File: config.mk
export PLATFORM = sky130hd
export DESIGN_NAME = bresenham_line_rasterizer_top
export DESIGN_NICKNAME = d
export VERILOG_FILES = /design/src/rtl/brl_pkg.sv /design/src/rtl/bresenham_line_rasterizer_top.sv /design/src/rtl/brl_step.sv
export SDC_FILE = /design/constraint.sdc
export NUM_CORES = 1
export LEC_CHECK = 0
export BUFFER_PORTS_ARGS = -buffer_cell sky130_fd_sc_hd__buf_2
export CORE_MARGIN = 4
export CORE_UTILIZATION = 62
export CTS_CLUSTER_SIZE = 12
export DETAILED_ROUTE_END_ITERATION = 10
export PLACE_DENSITY = 0.92
export SYNTH_ARGS = -nofsm -noshare
export SYNTH_HDL_FRONTEND = slang
export SYNTH_SLANG_ARGS = --single-unit
File: constraint.sdc
create_clock -name clock -period 8.85 [get_ports clock]
set_input_delay 0.4425 -clock clock [delete_from_list [all_inputs] [get_ports clock]]
set_output_delay 0.4425 -clock clock [all_outputs]
set_load 0.02 [all_outputs]
File: src/rtl/brl_pkg.sv
// ----------------------------------------------------------------------------
// brl_pkg
// Shared types for the line rasterizer: the item opcode and the flag group
// that passes between the state registers and the step logic.
// ----------------------------------------------------------------------------
`default_nettype none

package brl_pkg;

   // What an input item asks for.
   typedef enum logic [0:0] {
      OP_START = 1'b0,
      OP_STEP  = 1'b1
   } opcode_type;

   // Direction and activity flags of the line being drawn.
   typedef struct packed {
      logic x_is_major;
      logic step_x_negative;
      logic step_y_negative;
      logic line_active;
   } flags_type;

endpackage : brl_pkg

`default_nettype wire

File: src/rtl/bresenham_line_rasterizer_top.sv
// ----------------------------------------------------------------------------
// bresenham_line_rasterizer_top
// Integer Bresenham line rasterizer giving one result item per input item.
// ----------------------------------------------------------------------------
// A start item (opcode 0) loads both endpoints and returns the start pixel;
// each step item (opcode 1) returns the next pixel along the line, and the
// endpoint pixel carries last_pixel. A step item with no line in progress
// returns an item with pixel_valid low and zero coordinates. A start item
// always abandons any line still being drawn. The block takes one item per
// clock cycle and keeps doing so as long as results are taken: an item is
// captured in an input register, and once the result register is empty or
// being emptied, the step logic, which is one add and compare on the
// registered error term and coordinates, forms the pixel into the result
// register while updating the line state. A result is offered once its item
// has moved from the input register into the result register. When the result
// register is held by a stalled consumer the input register still takes one
// more item, so ready falls only when both stages are occupied.
// ----------------------------------------------------------------------------
`default_nettype none

module bresenham_line_rasterizer_top #(
   parameter int COORD_BITS = 12
) (
   input  wire logic                   clock,
   input  wire logic                   reset,
   // Input items.
   input  wire logic                   req_valid,
   output logic                        req_ready,
   input  wire logic                   req_opcode,
   input  wire logic [COORD_BITS-1:0]  req_start_x,
   input  wire logic [COORD_BITS-1:0]  req_start_y,
   input  wire logic [COORD_BITS-1:0]  req_end_x,
   input  wire logic [COORD_BITS-1:0]  req_end_y,
   // Result items.
   output logic                        rsp_valid,
   input  wire logic                   rsp_ready,
   output logic                        rsp_pixel_valid,
   output logic      [COORD_BITS-1:0]  rsp_pixel_x,
   output logic      [COORD_BITS-1:0]  rsp_pixel_y,
   output logic                        rsp_last_pixel
);

   localparam int EW = COORD_BITS + 3;

   // Input register.
   logic                  in_valid_ff, in_valid_in;
   logic                  in_opcode_ff;
   logic [COORD_BITS-1:0] in_start_x_ff, in_start_y_ff;
   logic [COORD_BITS-1:0] in_end_x_ff, in_end_y_ff;

   // Line state.
   logic [COORD_BITS-1:0] cur_x_ff, cur_x_in;
   logic [COORD_BITS-1:0] cur_y_ff, cur_y_in;
   logic [COORD_BITS-1:0] delta_major_ff, delta_major_in;
   logic [COORD_BITS-1:0] delta_minor_ff, delta_minor_in;
   logic [EW-1:0]         error_term_ff, error_term_in;
   logic [COORD_BITS-1:0] steps_left_ff, steps_left_in;
   brl_pkg::flags_type    flags_ff, flags_in;

   // Result register.
   logic                  rsp_valid_ff, rsp_valid_in;
   logic                  px_valid_ff, px_valid_in;
   logic [COORD_BITS-1:0] px_x_ff, px_x_in;
   logic [COORD_BITS-1:0] px_y_ff, px_y_in;
   logic                  px_last_ff, px_last_in;

   logic req_take;
   logic advance;

   // The item in the input register moves on whenever the result register is
   // empty or is being emptied in this cycle.
   always_comb begin
      advance      = in_valid_ff && (!rsp_valid_ff || rsp_ready);
      req_ready    = !in_valid_ff || advance;
      req_take     = req_valid && req_ready;
      in_valid_in  = req_take || (in_valid_ff && !advance);
      rsp_valid_in = advance || (rsp_valid_ff && !rsp_ready);
   end

   brl_step #(
      .COORD_BITS (COORD_BITS)
   ) u_step (
      .opcode           (brl_pkg::opcode_type'(in_opcode_ff)),
      .start_x          (in_start_x_ff),
      .start_y          (in_start_y_ff),
      .end_x            (in_end_x_ff),
      .end_y            (in_end_y_ff),
      .cur_x            (cur_x_ff),
      .cur_y            (cur_y_ff),
      .delta_major      (delta_major_ff),
      .delta_minor      (delta_minor_ff),
      .error_term       (error_term_ff),
      .steps_left       (steps_left_ff),
      .flags            (flags_ff),
      .cur_x_next       (cur_x_in),
      .cur_y_next       (cur_y_in),
      .delta_major_next (delta_major_in),
      .delta_minor_next (delta_minor_in),
      .error_term_next  (error_term_in),
      .steps_left_next  (steps_left_in),
      .flags_next       (flags_in),
      .pixel_valid      (px_valid_in),
      .pixel_x          (px_x_in),
      .pixel_y          (px_y_in),
      .last_pixel       (px_last_in)
   );

   // Handshake state.
   always_ff @(posedge clock) begin
      if (reset) begin
         in_valid_ff  <= 1'b0;
         rsp_valid_ff <= 1'b0;
      end else begin
         in_valid_ff  <= in_valid_in;
         rsp_valid_ff <= rsp_valid_in;
      end
   end

   // Input payload is captured on acceptance and needs no reset.
   always_ff @(posedge clock) begin
      if (req_take) begin
         in_opcode_ff  <= req_opcode;
         in_start_x_ff <= req_start_x;
         in_start_y_ff <= req_start_y;
         in_end_x_ff   <= req_end_x;
         in_end_y_ff   <= req_end_y;
      end
   end

   // The line state changes only as an item passes into the result register.
   always_ff @(posedge clock) begin
      if (reset) begin
         cur_x_ff       <= '0;
         cur_y_ff       <= '0;
         delta_major_ff <= '0;
         delta_minor_ff <= '0;
         error_term_ff  <= '0;
         steps_left_ff  <= '0;
         flags_ff       <= '0;
      end else if (advance) begin
         cur_x_ff       <= cur_x_in;
         cur_y_ff       <= cur_y_in;
         delta_major_ff <= delta_major_in;
         delta_minor_ff <= delta_minor_in;
         error_term_ff  <= error_term_in;
         steps_left_ff  <= steps_left_in;
         flags_ff       <= flags_in;
      end
   end

   // Result payload.
   always_ff @(posedge clock) begin
      if (advance) begin
         px_valid_ff <= px_valid_in;
         px_x_ff     <= px_x_in;
         px_y_ff     <= px_y_in;
         px_last_ff  <= px_last_in;
      end
   end

   assign rsp_valid       = rsp_valid_ff;
   assign rsp_pixel_valid = px_valid_ff;
   assign rsp_pixel_x     = px_x_ff;
   assign rsp_pixel_y     = px_y_ff;
   assign rsp_last_pixel  = px_last_ff;

endmodule : bresenham_line_rasterizer_top

`default_nettype wire

File: src/rtl/brl_step.sv
// ----------------------------------------------------------------------------
// brl_step
// Combinational line step: sets up a new line from its endpoints, or advances
// the current line by one pixel, and forms the pixel that results.
// ----------------------------------------------------------------------------
`default_nettype none

module brl_step #(
   parameter int COORD_BITS = 12
) (
   input  wire brl_pkg::opcode_type      opcode,
   input  wire logic [COORD_BITS-1:0]    start_x,
   input  wire logic [COORD_BITS-1:0]    start_y,
   input  wire logic [COORD_BITS-1:0]    end_x,
   input  wire logic [COORD_BITS-1:0]    end_y,
   // Current line state.
   input  wire logic [COORD_BITS-1:0]    cur_x,
   input  wire logic [COORD_BITS-1:0]    cur_y,
   input  wire logic [COORD_BITS-1:0]    delta_major,
   input  wire logic [COORD_BITS-1:0]    delta_minor,
   input  wire logic [COORD_BITS+2:0]    error_term,
   input  wire logic [COORD_BITS-1:0]    steps_left,
   input  wire brl_pkg::flags_type       flags,
   // Line state after this item.
   output logic      [COORD_BITS-1:0]    cur_x_next,
   output logic      [COORD_BITS-1:0]    cur_y_next,
   output logic      [COORD_BITS-1:0]    delta_major_next,
   output logic      [COORD_BITS-1:0]    delta_minor_next,
   output logic      [COORD_BITS+2:0]    error_term_next,
   output logic      [COORD_BITS-1:0]    steps_left_next,
   output brl_pkg::flags_type            flags_next,
   // Pixel for this item.
   output logic                          pixel_valid,
   output logic      [COORD_BITS-1:0]    pixel_x,
   output logic      [COORD_BITS-1:0]    pixel_y,
   output logic                          last_pixel
);

   localparam int EW = COORD_BITS + 3;

   logic                  x_neg;
   logic                  y_neg;
   logic [COORD_BITS-1:0] adx;
   logic [COORD_BITS-1:0] ady;
   logic                  x_major;
   logic [COORD_BITS-1:0] maj;
   logic [COORD_BITS-1:0] mnr;
   logic                  err_neg;
   logic                  move_x;
   logic                  move_y;
   logic [COORD_BITS-1:0] nx;
   logic [COORD_BITS-1:0] ny;

   // Set-up of a new line: absolute deltas and the choice of major axis.
   always_comb begin
      x_neg   = end_x <= start_x;
      y_neg   = end_y <= start_y;
      adx     = x_neg ? start_x - end_x : end_x - start_x;
      ady     = y_neg ? start_y - end_y : end_y - start_y;
      x_major = adx > ady;
      maj     = x_major ? adx : ady;
      mnr     = x_major ? ady : adx;
   end

   // One step: the major axis always moves, the minor one when the error is
   // not negative.
   always_comb begin
      err_neg = error_term[EW-1];
      move_x  = flags.x_is_major || !err_neg;
      move_y  = !flags.x_is_major || !err_neg;
      nx = cur_x;
      ny = cur_y;
      if (move_x) begin
         nx = flags.step_x_negative ? cur_x - COORD_BITS'(1) : cur_x + COORD_BITS'(1);
      end
      if (move_y) begin
         ny = flags.step_y_negative ? cur_y - COORD_BITS'(1) : cur_y + COORD_BITS'(1);
      end
   end

   always_comb begin
      cur_x_next       = cur_x;
      cur_y_next       = cur_y;
      delta_major_next = delta_major;
      delta_minor_next = delta_minor;
      error_term_next  = error_term;
      steps_left_next  = steps_left;
      flags_next       = flags;
      pixel_valid      = 1'b0;
      pixel_x          = '0;
      pixel_y          = '0;
      last_pixel       = 1'b0;
      case (opcode)
         brl_pkg::OP_START: begin
            cur_x_next                 = start_x;
            cur_y_next                 = start_y;
            delta_major_next           = maj;
            delta_minor_next           = mnr;
            error_term_next            = EW'({mnr, 1'b0}) - EW'(maj);
            steps_left_next            = maj;
            flags_next.x_is_major      = x_major;
            flags_next.step_x_negative = x_neg;
            flags_next.step_y_negative = y_neg;
            flags_next.line_active     = maj != '0;
            pixel_valid                = 1'b1;
            pixel_x                    = start_x;
            pixel_y                    = start_y;
            last_pixel                 = maj == '0;
         end
         brl_pkg::OP_STEP: begin
            if (flags.line_active) begin
               cur_x_next      = nx;
               cur_y_next      = ny;
               error_term_next = error_term + EW'({delta_minor, 1'b0})
                                 - (err_neg ? EW'(0) : EW'({delta_major, 1'b0}));
               steps_left_next = steps_left - COORD_BITS'(1);
               flags_next.line_active = steps_left != COORD_BITS'(1);
               pixel_valid     = 1'b1;
               pixel_x         = nx;
               pixel_y         = ny;
               last_pixel      = steps_left == COORD_BITS'(1);
            end
         end
         default: begin
            pixel_valid = 1'b0;
         end
      endcase
   end

endmodule : brl_step

`default_nettype wire

==> results, run 1 <==
- The run finished with clean final reports.
- Across the routed clock network, the largest skew measured is 11.0 ps.
- The repair_antennas step left the layout with diodes totalling 0.
- The share of flip-flops with an asynchronous set or reset after synthesis is 0%.
- The netlist area before placement is 0.0116 mm^2.
- The number of different library cells used by synthesis comes to 89.
- The die height is 145 um.
- The post-detailed-routing wire length is 30,600 um.
- The number of clock buffers added by TritonCTS is 17.
- The class of the worst hold path is input port to flop.
- The timing-limited maximum frequency is 125 MHz.
- The root buffer cell is clkbuf_16.
- The per-cell via count in the routed design is 6.26.
- The initial antenna violation count was 0.
- The number of setup buffers added after CTS is 0.
- Max-cap violations in this run came to 0.
- The via count of the first global-routing pass is 9,775.
- In the final layout, the share of cells above drive strength 1 is 12.1%.
- Synthesis produced 1,351 cells.
- Relative to the synthesized area, the layout overhead comes to 9.30%.
- The register area is 0.00385 mm^2.
- The maximum vdd ir drop is 198 uV.
- For this run the aggregate overflow at the end of global routing stands at 0.
- The final number of hold-violating endpoints came to 0.
- The post-layout minimum cycle time is 7980 ps.
- The sequential fraction of the synthesis area is 33.2%.
- The first routing iteration left 1,045 violations.
- During synthesis, Yosys emitted a total of 0 warnings.
- The total iterations of the first detailed-routing run is 6.
- The total number of vias is 10,300.
- The buffer levels on the longest clock path is 2.
- Entering global routing, the biggest net connects 85 pins.
- In this run the horizontal extent of the chip is 145 um.
- The finished layout holds 1,638 standard cells, fillers aside.
- By startpoint and endpoint, the worst setup path is classified as flop to flop.
- TritonCTS built the clock tree.
- The number of buffers and inverters on the critical path is 2.
- The number of slew-limit violations in the final report is 0.
- Global routing used 29.6% of the available tracks.
- Clock tree synthesis found a total of 155 sinks.
- The design draws 3.22 mW.
- The number of filler cells placed in the layout is 1,342.
- The hold-fix buffer count after cts is 0.
- The largest delay contributor family on the critical path is compound AO/OA/AOI/OAI gates.
- The first global-routing pass estimated 49,000 um of wire.
- In this run the number of H-tree levels came out at 4.
- The routability-driven placement congestion ratio is 0.996.
- The most prevalent standard cell on the critical path is a21o_1.
- Adding up every negative setup slack in the final design gives 0 ps.
- Summing all multi-input logic gate instances after layout gives 0.00692 mm^2.
- Setup repair after global routing left no endpoint under its margin.
- Once detail routing completed, the nets flagged for antenna violations numbered 0.
- The total power divided by cell area is 254 mW/mm^2.
- The worst pin sits at a relative slew slack of 16.1%.
- The most used flip-flop cell after synthesis is dfxtp_1.
- The flip-flop and latch count after synthesis is 155.
- The final critical path takes up 90.2% of the cycle.
- The post-cts repair resize count is 0.
- For this design, the slowest cell found on the critical path is fa_1.
- STA puts the critical path data required time at 9180 ps.
- The biggest cell delay along the critical path is 490 ps.
- The standard-cell row count is 49.
- Once detailed placement completed, the half-perimeter wirelength came to 22,200 um.
- The later-pin clock latency in the skew report is 440 ps.
- The total core area is 0.0182 mm^2.
- The worst setup path is captured at a flop.
- After detailed routing, the number of remaining DRC violations is 0.
- In this run, synthesis inferred 75 flip-flops with an integrated enable.
- The number of top-level pins is 81.
- The net count of the finished layout is 1,566.
- Input and output buffers added on the ports amount to 80.
- In this run the static leakage power is 5.44 nW.
- The data arrival time of the critical path is 8310 ps.
- The synthesized net count is 1,521.
- The number of setup violations in the final report is 0.
- The die covers 0.0210 mm^2.
- After detailed placement, the design holds a cell count of 1,606.
- The detail-routed net length per standard cell is 18.7 um.
- The worst setup path is launched from a flop.
- The maximum fanout encountered on the critical timing path is 29.
- The mean post-synth cell area is 8.59 um^2.
- The reg2reg setup slack is 870 ps.
- The actual slew at the worst max-slew pin is 1230 ps.
- Once the floorplan was initialized, standard cells occupied 63.7% of the core.
- After clock tree synthesis, the clock-pin slew on the worst setup and hold paths is 70 ps.
## layer usage
layer | vias to the layer above | global-route usage, % | routed length, um
met2 | 571 | 49.1 | 14200
met4 | 0 | 11.6 | 1030
met5 | - | 0 | 0
met1 | 4725 | 38.6 | 12300
li1 | 4864 | - | -
met3 | 93 | 5.29 | 3020
## final timing paths
path,endpoint,startpoint,cells past startpoint
setup / recovery,error_term_ff[10],in_start_x_ff[1],34
setup reg to reg,error_term_ff[10],in_start_x_ff[1],34
hold reg to reg,delta_major_ff[6],delta_major_ff[6],2
hold / removal,in_end_y_ff[3],req_end_y[3],1
## power by group
group	switching [mW]	internal, mW
Combinational	1.01	0.639
Clock	0.333	0.397
Sequential	0.0405	0.809
Total	1.38	1.84
## metrics by stage
stage                     instance area (um^2)  setup slack, ps  utilization (%)  hold slack, ps
after floorplan                          11600             1540                -             432
after global placement                   12100             1290             66.5             439
after detailed placement                 12100             1050             66.5             443
after CTS                                12700             1010             69.7             168
after global routing                     12700              247             69.7             165
final                                    12700              871             69.7             173
## cell type report
type                    count  share of cell area [%]
multi-input cells         981                    54.6
flip-flops and latches    155                    30.4
inverters                 151                    4.47
repair buffers             90                    3.75
clock buffers              17                    3.35
well taps                 229                    2.26
clock inverters            15                    1.23
## flip-flops by register name, indices dropped and copies added, names as in the netlist, 4 cells and up
register	cells
flags_ff	4
in_end_y_ff	12
delta_minor_ff	12
in_start_x_ff	12
delta_major_ff	12
rsp_pixel_x	12
cur_y_ff	12
in_end_x_ff	12
in_start_y_ff	12
rsp_pixel_y	12
steps_left_ff	12
cur_x_ff	12
error_term_ff	14
## synth_stat cells (6+ instances only)
cell | instances | area share [%]
o21ai_1 | 11 | 0.47
fa_1 | 20 | 3.4
a21oi_1 | 146 | 6.3
nor2b_1 | 30 | 1.6
mux2i_1 | 23 | 2.0
ha_1 | 97 | 10
dfxtp_1 | 80 | 14
xnor2_1 | 44 | 3.3
a21o_1 | 23 | 1.5
o211ai_1 | 12 | 0.78
o21ai_0 | 40 | 1.7
o21a_1 | 8 | 0.52
buf_2 | 8 | 0.34
nand2_1 | 119 | 3.8
and3_1 | 8 | 0.43
a211o_1 | 8 | 0.60
xor2_1 | 7 | 0.53
a211oi_1 | 59 | 3.8
buf_1 | 7 | 0.23
nand4_1 | 13 | 0.70
edfxtp_1 | 75 | 19
nor3_1 | 17 | 0.73
a221oi_1 | 6 | 0.45
and2_1 | 16 | 0.86
nor4_1 | 6 | 0.32
or3_1 | 7 | 0.38
inv_1 | 151 | 4.9
clkbuf_1 | 46 | 1.5
o21bai_1 | 17 | 1.1
nor2_1 | 119 | 3.8
o22ai_1 | 10 | 0.54
nand2b_1 | 6 | 0.32
nand3_1 | 15 | 0.65
## cell families (layout without fill, tap and decap cells)
kind of cell | Yosys count | in the layout | share of synthesized area (%)
AO/OA/AOI/OAI | 395 | 395 | 22.6
AND/OR/NAND/NOR | 384 | 384 | 15.9
multiplexers | 31 | 31 | 2.92
adder cells (fa/ha/maj) | 119 | 119 | 14.1
flip-flops | 155 | 155 | 33.2
buffers and inverters | 215 | 273 | 7.23
XOR/XNOR | 52 | 52 | 3.99
## cells in the final DEF, fill, tap and decap left out, types with 10 or more instances in the layout
| master | n |
|---|---|
| inv_1 | 151 |
| a21oi_1 | 146 |
| nand2_1 | 118 |
| nor2_1 | 117 |
| ha_1 | 97 |
| dfxtp_1 | 80 |
| buf_2 | 80 |
| edfxtp_1 | 75 |
| a211oi_1 | 59 |
| xnor2_1 | 44 |
| o21ai_0 | 40 |
| nor2b_1 | 30 |
| a21o_1 | 23 |
| mux2i_1 | 23 |
| fa_1 | 20 |
| o21bai_1 | 17 |
| nor3_1 | 17 |
| clkbuf_16 | 17 |
| nand3_1 | 15 |
| and2_1 | 15 |
| nand4_1 | 13 |
| o211ai_1 | 12 |
| o21ai_1 | 11 |
| o22ai_1 | 10 |
| buf_4 | 10 |
Note: power is estimated with default switching activity, not from simulation.
==> inputs of run 2 (changes only) <==
--- a/config.mk
+++ b/config.mk
@@ -7,10 +7,11 @@
 export LEC_CHECK = 0
 export BUFFER_PORTS_ARGS = -buffer_cell sky130_fd_sc_hd__buf_2
 export CORE_MARGIN = 4
-export CORE_UTILIZATION = 62
+export CORE_UTILIZATION = 64
+export CTS_BUF_LIST = sky130_fd_sc_hd__clkbuf_2 sky130_fd_sc_hd__clkbuf_4 sky130_fd_sc_hd__clkbuf_8
 export CTS_CLUSTER_SIZE = 12
 export DETAILED_ROUTE_END_ITERATION = 10
-export PLACE_DENSITY = 0.92
+export PLACE_DENSITY = 0.94
 export SYNTH_ARGS = -nofsm -noshare
 export SYNTH_HDL_FRONTEND = slang
 export SYNTH_SLANG_ARGS = --single-unit
==> run 2 against run 1 <==
Sequential power barely moved. Global-route usage rose by 0.79 points. Combinational power barely moved. Clock skew rose by 3.8 ps. Sequential share of layout area rose by 0.42 points. Worst setup slack got worse by 300 ps. Sequential cell count did not move. Critical path type unchanged.
==> results, run 2 (synthesis gave the netlist of run 1 again) <==
- The most common library cell in the layout ignoring fill and taps is inv_1 (unchanged).
- The area growth from synthesis to layout came to 7.80% (was 9.30%).
- The final number of hold-violating endpoints is 0 (unchanged).
- The root buffer cell is clkbuf_8 (was clkbuf_16).
- The number of antenna cells inserted was 0 (unchanged).
- The post-layout minimum cycle time is 8280 ps (was 7980 ps).
- Commonest cells after routing, fill and taps aside: inv_1, a21oi_1, nand2_1 (unchanged).
- The buffer levels on the longest clock path is 2 (unchanged).
- The total DRC errors in the routed layout came to 0 (unchanged).
- The post-layout utilization of the core is 71.4% (was 69.7%).
- The initial antenna violation count was 1 (was 0).
- The wire length of the first global-routing pass is 49,400 um (was 49,000 um).
- The register bank with the most flops was error_term_ff (unchanged).
- The leakage power came to 5.36 nW (was 5.44 nW).
- The total iterations of the first detailed-routing run is 8 (was 6).
- The number of sinks driven by the clock tree is 155 (unchanged).
- The full die area came to 0.0204 mm^2 (was 0.0210 mm^2).
- The die height is 143 um (was 145 um).
- The internal cell power is 1.69 mW (was 1.84 mW).
- Run status: complete, no violations (unchanged).
- The switching portion of total power is 44.2% (was 42.8%).
- The total number of vias came to 10,400 (was 10,300).
- The CTS tree was built (unchanged).
- The net switching power figure is 1.34 mW (was 1.38 mW).
- The violation count after the first detailed-routing iteration was 1,074 (was 1,045).
- The sequential fraction of design power came to 28.0% (was 26.3%).
- The accumulated negative setup slack was 0 ps (unchanged).
- The number of filler cells placed in the layout is 1,284 (was 1,342).
- The maximum vdd ir drop is 177 uV (was 198 uV).
- The die width is 143 um (was 145 um).
- The data arrival time of the critical path is 8650 ps (was 8310 ps).
- The class of the worst hold path is input port to flop (unchanged).
- The worst clock skew on the final layout is 14.8 ps (was 11.0 ps).
- The most prevalent standard cell on the critical path is inv_1 (was a21o_1).
- The type of element capturing the critical path is a flop (unchanged).
- The routability-driven placement congestion ratio is 0.995 (was 0.996).
- The net count of the finished layout is 1,568 (was 1,566).
- The post-detailed-placement half-perimeter wirelength is 22,400 um (was 22,200 um).
- The post-route total power came to 3.03 mW (was 3.22 mW).
- The final global-route overflow total was 0 (unchanged).
- The later-pin clock latency in the skew report is 480 ps (was 440 ps).
- The max-capacitance violation count is 0 (unchanged).
- The reg2reg setup slack is 570 ps (was 870 ps).
- The critical path launch point type is a flop (unchanged).
- The timing-limited maximum frequency is 121 MHz (was 125 MHz).
- The total global routing track utilization was 30.4% (was 29.6%).
- The number of buffers created by CTS was 17 (unchanged).
- The relative contribution of the clock network to total power was 17.5% (was 22.6%).
- The fraction of power consumed by combinational cells was 54.6% (was 51.0%).
- The standard-cell row count is 48 (was 49).
- The number of levels in the clock H-tree came to 4 (unchanged).
- The kind of critical path is flop to flop (unchanged).
- The maximum number of pins on one net before global-route repair is 85 (unchanged).
- The slowest stage cell on the critical path is a2111oi_0 (was fa_1).
- The number of top-level pins is 81 (unchanged).
- The total core area is 0.0175 mm^2 (was 0.0182 mm^2).
- The post-detailed-routing wire length was 31,100 um (was 30,600 um).
- The actual slew at the worst max-slew pin is 1220 ps (was 1230 ps).
- The per-cell via count in the routed design is 6.36 (was 6.26).
- The relative slew slack is 18.6% (was 16.1%).
- The number of slew-limit violations in the final report is 0 (unchanged).
- The number of flip-flops under the largest register name is 14 (unchanged).
- The maximum fanout encountered on the critical timing path is 29 (unchanged).
- The biggest cell delay along the critical path is 530 ps (was 490 ps).
- The detail-routed net length per standard cell is 19.0 um (was 18.7 um).
- The required time at the worst-slack endpoint is 9230 ps (was 9180 ps).
- The largest delay contributor family on the critical path is compound AO/OA/AOI/OAI gates (unchanged).
- The count of buffer and inverter cells on the critical path is 4 (was 2).
- The number of setup violations in the final report is 0 (unchanged).
- The port buffer count is 80 (unchanged).
- The residual antenna-violating net count after detailed routing was 0 (unchanged).
- The part of the cycle the worst path needs is 93.5% (was 90.2%).
- The total power divided by cell area came to 243 mW/mm^2 (was 254 mW/mm^2).
- The share of final-layout standard cells stronger than drive strength 1 is 12.3% (was 12.1%).
- The clock-pin slew reported for the worst setup and hold paths after clock tree synthesis was 90 ps (was 70 ps).
- Unrepaired setup endpoints after global routing: false (unchanged).
- The initial core utilization came to 66.2% (was 63.7%).
- The via count of the first global-routing pass was 9,784 (was 9,775).
[run 2: area by class of cell]
| type | instances | area, um^2 | share of cell area [%] |
|---|---|---|---|
| Multi-Input combinational cell | 981 | 6940 | 55.5 |
| Sequential cell | 155 | 3850 | 30.8 |
| Inverter | 151 | 567 | 4.53 |
| Timing Repair Buffer | 92 | 490 | 3.92 |
| Tap cell | 225 | 282 | 2.25 |
| Clock buffer | 22 | 278 | 2.22 |
| Clock inverter | 10 | 98.8 | 0.790 |
[run 2: worst paths after layout]
kind	start	endpoint	depth (start not counted)
worst min-delay path	req_opcode	in_opcode_ff	1
worst max-delay path	in_start_y_ff[9]	error_term_ff[10]	34
worst min register to register	delta_major_ff[5]	delta_major_ff[5]	2
worst max register to register	in_start_y_ff[9]	error_term_ff[10]	34
[run 2: worst register-to-register path: cells and delay by family (launching register included)]
kind | cells | cell delay (ps)
AOI/OAI and AO/OA | 18 | 4270
buffers and inverters | 4 | 520
and+or+nand+nor | 7 | 1340
DFF | 1 | 390
muxes | 1 | 220
xor gates and xnor gates | 1 | 200
adders and majority gates | 3 | 1260
[run 2: per-layer routing]
metal	global-route usage, %	vias to the layer above	share of wire, %
met3	7.50	91	11
met5	0	-	0.029
met4	10.2	2	2.7
met1	39.8	4882	39
met2	49.7	575	47
li1	-	4858	-
[run 2: power groups by stage]
stage	Sequential (mW)	Clock, mW	Combinational [mW]
3_5_place_dp	0.865	0	1.59
2_1_floorplan	0.858	0	1.24
6_report	0.849	0.530	1.66
5_1_grt	0.855	0.566	1.81
3_3_place_gp	0.861	0	1.56
4_1_cts	0.848	0.529	1.61
[run 2: what timing repair did]
| item | in CTS | in global routing |
|---|---|---|
| endpoints found under the setup margin | 0 | 2 |
| gates resized for setup | 0 | 3 |
| hold buffers | 0 | 0 |
| setup buffers | 0 | 2 |
[run 2: metrics by stage]
step,hold WS (ps),worst slack (ps),instances,cell area [um^2]
final,135,572,1636,12500
after global routing,113,95.6,1636,12500
after CTS,125,577,1634,12500
after detailed placement,443,654,1602,12100
after global placement,440,972,1602,12100
after floorplan,432,1540,1351,11600
